--- config.mk ---
export PLATFORM = sky130hd
export DESIGN_NAME = bole_cell
export DESIGN_NICKNAME = d
export VERILOG_FILES = /design/src/hdl/bole_pkg.sv /design/src/hdl/bole_cell.sv
export SDC_FILE = /design/constraint.sdc
export NUM_CORES = 1
export LEC_CHECK = 0
export ABC_AREA = 1
export BUFFER_PORTS_ARGS = -buffer_cell sky130_fd_sc_hd__clkbuf_2
export CAP_MARGIN = 30
export CORE_ASPECT_RATIO = 1.75
export CORE_UTILIZATION = 25
export CTS_BUF_LIST = sky130_fd_sc_hd__clkbuf_8 sky130_fd_sc_hd__clkbuf_16
export CTS_CLUSTER_SIZE = 12
export DETAILED_ROUTE_END_ITERATION = 8
export PLACE_DENSITY_LB_ADDON = 0.15
export SLEW_MARGIN = 10
export SYNTH_ARGS = -nofsm -noshare
export SYNTH_HDL_FRONTEND = slang
export SYNTH_SLANG_ARGS = --single-unit
--- constraint.sdc ---
create_clock -name clk -period 8 [get_ports clk]
set_input_delay 1.2 -clock clk [delete_from_list [all_inputs] [get_ports clk]]
set_output_delay 1.2 -clock clk [all_outputs]
set_load 0.02 [all_outputs]
--- src/hdl/bole_pkg.sv ---
// Shared constants, codes and the cell control word for the bounded ordered list engine.
// Used by bole_cell and bounded_ordered_list_engine; depends on nothing else.
`default_nettype none

package bole_pkg;

  // Capacity bounds and the default
  localparam int CAPACITY_DEF = 128;
  localparam int CAPACITY_MAX = 1024;

  // Field widths
  localparam int KEY_W     = 32;
  localparam int PAY_W     = 32;
  localparam int POS_W     = 8;
  localparam int CNT_OUT_W = 8;
  localparam int OP_W      = 3;
  localparam int STAT_W    = 2;

  // Index word wide enough for any position up to the largest capacity
  localparam int IDX_W  = $clog2(CAPACITY_MAX + 1);
  // Sweep step index, enough for log2 of the largest capacity
  localparam int STEP_W = 4;
  // Gathered word: found flag, key, payload
  localparam int ACC_W  = 1 + KEY_W + PAY_W;

  // Opcodes
  localparam logic [OP_W-1:0] OP_APPEND   = 3'd0;
  localparam logic [OP_W-1:0] OP_DEL_KEY  = 3'd1;
  localparam logic [OP_W-1:0] OP_FIND     = 3'd2;
  localparam logic [OP_W-1:0] OP_INSERT   = 3'd3;
  localparam logic [OP_W-1:0] OP_DEL_POS  = 3'd4;
  localparam logic [OP_W-1:0] OP_READ_POS = 3'd5;

  // Status codes
  localparam logic [STAT_W-1:0] STAT_DONE   = 2'd0;
  localparam logic [STAT_W-1:0] STAT_FULL   = 2'd1;
  localparam logic [STAT_W-1:0] STAT_BADPOS = 2'd2;
  localparam logic [STAT_W-1:0] STAT_NOKEY  = 2'd3;

  // Cell phases
  localparam logic [2:0] PH_HOLD   = 3'd0;
  localparam logic [2:0] PH_MATCH  = 3'd1;
  localparam logic [2:0] PH_PREFIX = 3'd2;
  localparam logic [2:0] PH_GSTART = 3'd3;
  localparam logic [2:0] PH_GATHER = 3'd4;
  localparam logic [2:0] PH_INSERT = 3'd5;
  localparam logic [2:0] PH_DELETE = 3'd6;

  // Control word broadcast to every cell
  typedef struct packed {
    logic [2:0]        phase;
    logic [STEP_W-1:0] step;
    logic              key_mode;
    logic [IDX_W-1:0]  idx;
    logic [KEY_W-1:0]  key;
    logic [PAY_W-1:0]  payload;
  } ctl_t;

endpackage

`default_nettype wire

--- src/hdl/bole_cell.sv ---
// One list cell: holds one key and payload, matches, runs the prefix and gather sweeps
// and shifts with its neighbors. Depends on bole_pkg.
`default_nettype none

module bole_cell #(
  parameter int INDEX = 0,
  parameter int STEPS = 1
) (
  input  wire logic                        clk,
  input  wire bole_pkg::ctl_t              ctl,
  input  wire logic                        valid,
  input  wire logic [bole_pkg::KEY_W-1:0]  left_key,
  input  wire logic [bole_pkg::PAY_W-1:0]  left_pay,
  input  wire logic [bole_pkg::KEY_W-1:0]  right_key,
  input  wire logic [bole_pkg::PAY_W-1:0]  right_pay,
  input  wire logic                        left_g,
  input  wire logic                        g_in [STEPS],
  input  wire logic [bole_pkg::ACC_W-1:0]  acc_in [STEPS],
  output logic      [bole_pkg::KEY_W-1:0]  key,
  output logic      [bole_pkg::PAY_W-1:0]  payload,
  output logic                             g,
  output logic      [bole_pkg::ACC_W-1:0]  acc
);

  localparam int SW = (STEPS > 1) ? $clog2(STEPS) : 1;
  localparam logic [bole_pkg::IDX_W-1:0] ME = bole_pkg::IDX_W'(INDEX);

  logic          hit;
  logic          match;
  logic          first;
  logic [SW-1:0] k;

  assign k = ctl.step[SW-1:0];

  // Match on key or on position, only for live entries
  assign match = valid & (ctl.key_mode ? (key == ctl.key) : (ME == ctl.idx));

  // First hit: hit here and none to the left
  assign first = hit & ~left_g;

  always_ff @(posedge clk) begin
    case (ctl.phase)
      bole_pkg::PH_MATCH: begin
        hit <= match;
        g   <= match;
      end
      // Fold in the prefix from 2^k cells to the left
      bole_pkg::PH_PREFIX: begin
        g <= g | g_in[k];
      end
      bole_pkg::PH_GSTART: begin
        acc <= first ? {1'b1, key, payload} : '0;
      end
      // Pull the gathered word from 2^k cells to the right
      bole_pkg::PH_GATHER: begin
        acc <= acc | acc_in[k];
      end
      // Open a gap at the insert index and drop the new word in
      bole_pkg::PH_INSERT: begin
        if (ME > ctl.idx) begin
          key     <= left_key;
          payload <= left_pay;
        end else if (ME == ctl.idx) begin
          key     <= ctl.key;
          payload <= ctl.payload;
        end
      end
      // Close the gap from the first hit onward
      bole_pkg::PH_DELETE: begin
        if (g) begin
          key     <= right_key;
          payload <= right_pay;
        end
      end
      default: begin
      end
    endcase
  end

endmodule

`default_nettype wire

==> run metrics <==
Hold Crit Start=acc[64]$_DFFE_PP_; P&R area growth vs syn=39.8%; residual DRC count=0; top post-synthesis cells by area=edfxtp_1, o21ai_0, mux2_2, inv_1, nand2_1; skew final=5.81 ps; synth warn=0; cts repair resizes=0; placed cells=1212; HP Class=flip-flop to flip-flop; P per Cell Area=197 nW/µm²; share of post-route cells with drive strength above 1=47.8%; core area=25200 µm²; Tot GR Track Use=15.8%; maximum clock frequency=343 MHz; Synth Register Bits=131; hold depth=2; vias post-DR=5359; Worst EP required=8070 ps; R2R Setup Slk=6140 ps; Synthesized Nets=852; clk root buf=clkbuf_16; vias per cell=4.31; Sequential Power Share=45.4%; unrepaired setup endpoints after global routing=no; CTS Buf Count=17; status=complete, no violations; Crit Path Max Fanout=39; post-synthesis average cell area=11.2 µm²; gp weighted congestion=0.758; CTS tree=yes; Synth Cell Area=6430 µm²; Layout Cells excl Fill=1244; Die Wd=123 µm; Post-synth EDFFs=131; Setup crit end kind=flip-flop; clk sinks=131; dpl hpwl=15300 µm; most frequent cells after synthesis=edfxtp_1, o21ai_0, inv_1, nand2_1, mux2_2; Initial Util=25.5%; register area share after synthesis=61.2%; Port Buffers=341; ys flop type=edfxtp_1; average wire per standard cell=16.4 µm; final setup TNS=0 ps; Setup CP Type=input port to flip-flop; # setup viols final=0; total grt overflow=0; worst slew pin tran=962 ps; r2r endpoint=key[9]$_DFFE_PP_; total iterations of the first detailed-routing run=4; nets=1195; Async SR Flop Fraction=0%; CP Data Arrival Time=2980 ps; proportion of power drawn by the clock network=43.2%; clock-pin slew on the worst setup and hold paths=60 ps; Die ar.=26400 µm²; htree depth=4; hold worst-path end=acc[64]$_DFFE_PP_; antenna violations before repair=1; most common cell in the netlist=edfxtp_1; Yosys top cell by area=edfxtp_1; Worst IR Drop VDD=0.000149 V; number of max-cap violations=0; worst r2r path cells=3; number of library cell types mapped by synthesis=28; first-pass GRT wire length=30100 µm; Tcrit/Tclk final=36.4%; row count=77; largest net degree at the start of global routing=66; crit start category=input port; final number of max-transition violations=0; Syn Inst Count=572; Int Pwr=1.33 mW; Comb power frac=11.5%; Hold Vio Cnt, Final=0; setup bufs post-CTS=0; CTS Hold Buffers Added=0; DR iter-0 viols=201; top cell type's share of synthesized area=61.2%; switch share=24.9%; Worst-Skew Late Latency=440 ps; fillers=2696; Die Ht=214 µm; Total Wirelength=20400 µm; crit path time final=2910 ps; Psw=0.441 mW; # diodes=0; Max clock buf depth=2; DRT antenna net count=0; # IOs=410; Leak Pwr=4.11 nW; relative slew slack=35.8%; number of global-route vias before repair=5497; RR Startpoint=g$_DFFE_PP_
## worst max-delay path by stage
stage,startpoint,to,slack [ps],depth (start not counted)
4_1_cts,ctl[68],key[7]$_DFFE_PP_,5000,7
2_1_floorplan,ctl[80],key[0]$_DFFE_PP_,1240,5
3_5_place_dp,ctl[68],key[6]$_DFFE_PP_,4520,7
3_3_place_gp,ctl[80],key[6]$_DFFE_PP_,4160,5
6_report,ctl[68],key[9]$_DFFE_PP_,5090,7
5_1_grt,ctl[68],key[7]$_DFFE_PP_,4940,7
## per-stage QoR
stage	total power [mW]	setup slack, ps	area [µm²]	hold WS, ps	util [%]
final	1.77	5090	8980	574	35.6
after global placement	1.02	4160	8370	561	33.2
after floorplan	0.934	1240	6430	673	-
after global routing	1.84	4940	8980	602	35.6
after CTS	1.81	5000	8980	579	35.6
after detailed placement	1.03	4520	8420	555	33.3
## power by group through the flow
stage | combinational, mW | clock (mW) | sequential [mW]
floorplan | 0.0831 | 0 | 0.851
CTS | 0.209 | 0.794 | 0.804
detailed placement | 0.209 | 0 | 0.818
global route | 0.226 | 0.811 | 0.807
finish | 0.204 | 0.765 | 0.804
global placement | 0.204 | 0 | 0.818
## cell usage in the layout, fill, tap and decap left out
| cell type | n |
|---|---|
| inv_2 | 2 |
| o22ai_1 | 1 |
| clkinv_4 | 3 |
| nand3_1 | 6 |
| edfxtp_1 | 131 |
| nor4_1 | 2 |
| clkinv_1 | 1 |
| clkbuf_2 | 341 |
| or3_1 | 1 |
| nor3_4 | 1 |
| nand3b_4 | 1 |
| clkinv_2 | 6 |
| bufinv_16 | 2 |
| buf_12 | 1 |
| buf_4 | 4 |
| o21ai_2 | 16 |
| o21ai_4 | 2 |
| a21oi_1 | 22 |
| o21ai_0 | 96 |
| xnor2_1 | 9 |
| nand3_4 | 1 |
| clkinvlp_4 | 3 |
| xor2_1 | 2 |
| nor2_1 | 38 |
| nand2_1 | 57 |
| a21boi_0 | 1 |
| clkbuf_16 | 17 |
| mux2_2 | 43 |
| buf_16 | 1 |
| o21ai_1 | 21 |
| inv_1 | 91 |
| nand4_1 | 5 |
## final cells by class
cell class | instances | area, µm² | share of cell area (%)
Multi-Input combinational cell | 325 | 1950 | 21.7
Tap cell | 316 | 395 | 4.40
Sequential cell | 131 | 3930 | 43.8
Clock inverter | 15 | 143 | 1.59
Inverter | 93 | 349 | 3.89
Clock buffer | 17 | 425 | 4.74
Timing Repair Buffer | 347 | 1780 | 19.9
## metal layers
metal  part of all wire (%)  wire length [µm]  global-route usage [%]  vias to the layer above
met2                     56             11400                    29.9                      206
met1                     36              7310                    15.4                     2464
li1                       -                 -                       -                     2666
met5                  0.059                12                       0                        -
met4                    2.0               399                    6.79                        2
met3                    6.1              1250                    4.52                       21
## state kept, by name (all words and copies together), names as in the netlist
| signal | flops |
|---|---|
| acc | 65 |
| key | 32 |
| payload | 32 |
| g | 1 |
| hit | 1 |
## kinds of logic after synthesis
| logic type | Yosys count | share of synthesized area (%) |
|---|---|---|
| DFF | 131 | 61.2 |
| and+or+nand+nor | 112 | 7.51 |
| xor gates and xnor gates | 11 | 1.50 |
| buffers and inverters | 116 | 8.88 |
| AOI/OAI and AO/OA | 159 | 13.4 |
| muxes | 43 | 7.53 |
## worst max-delay path, cell delays in order
cell	delay [ps]
clkbuf_2	90
nor4_1	390
nand2_1	90
nor2_1	210
nand4_1	170
o21ai_4	220
buf_4	560
Note: power is estimated with default switching activity, not from simulation.
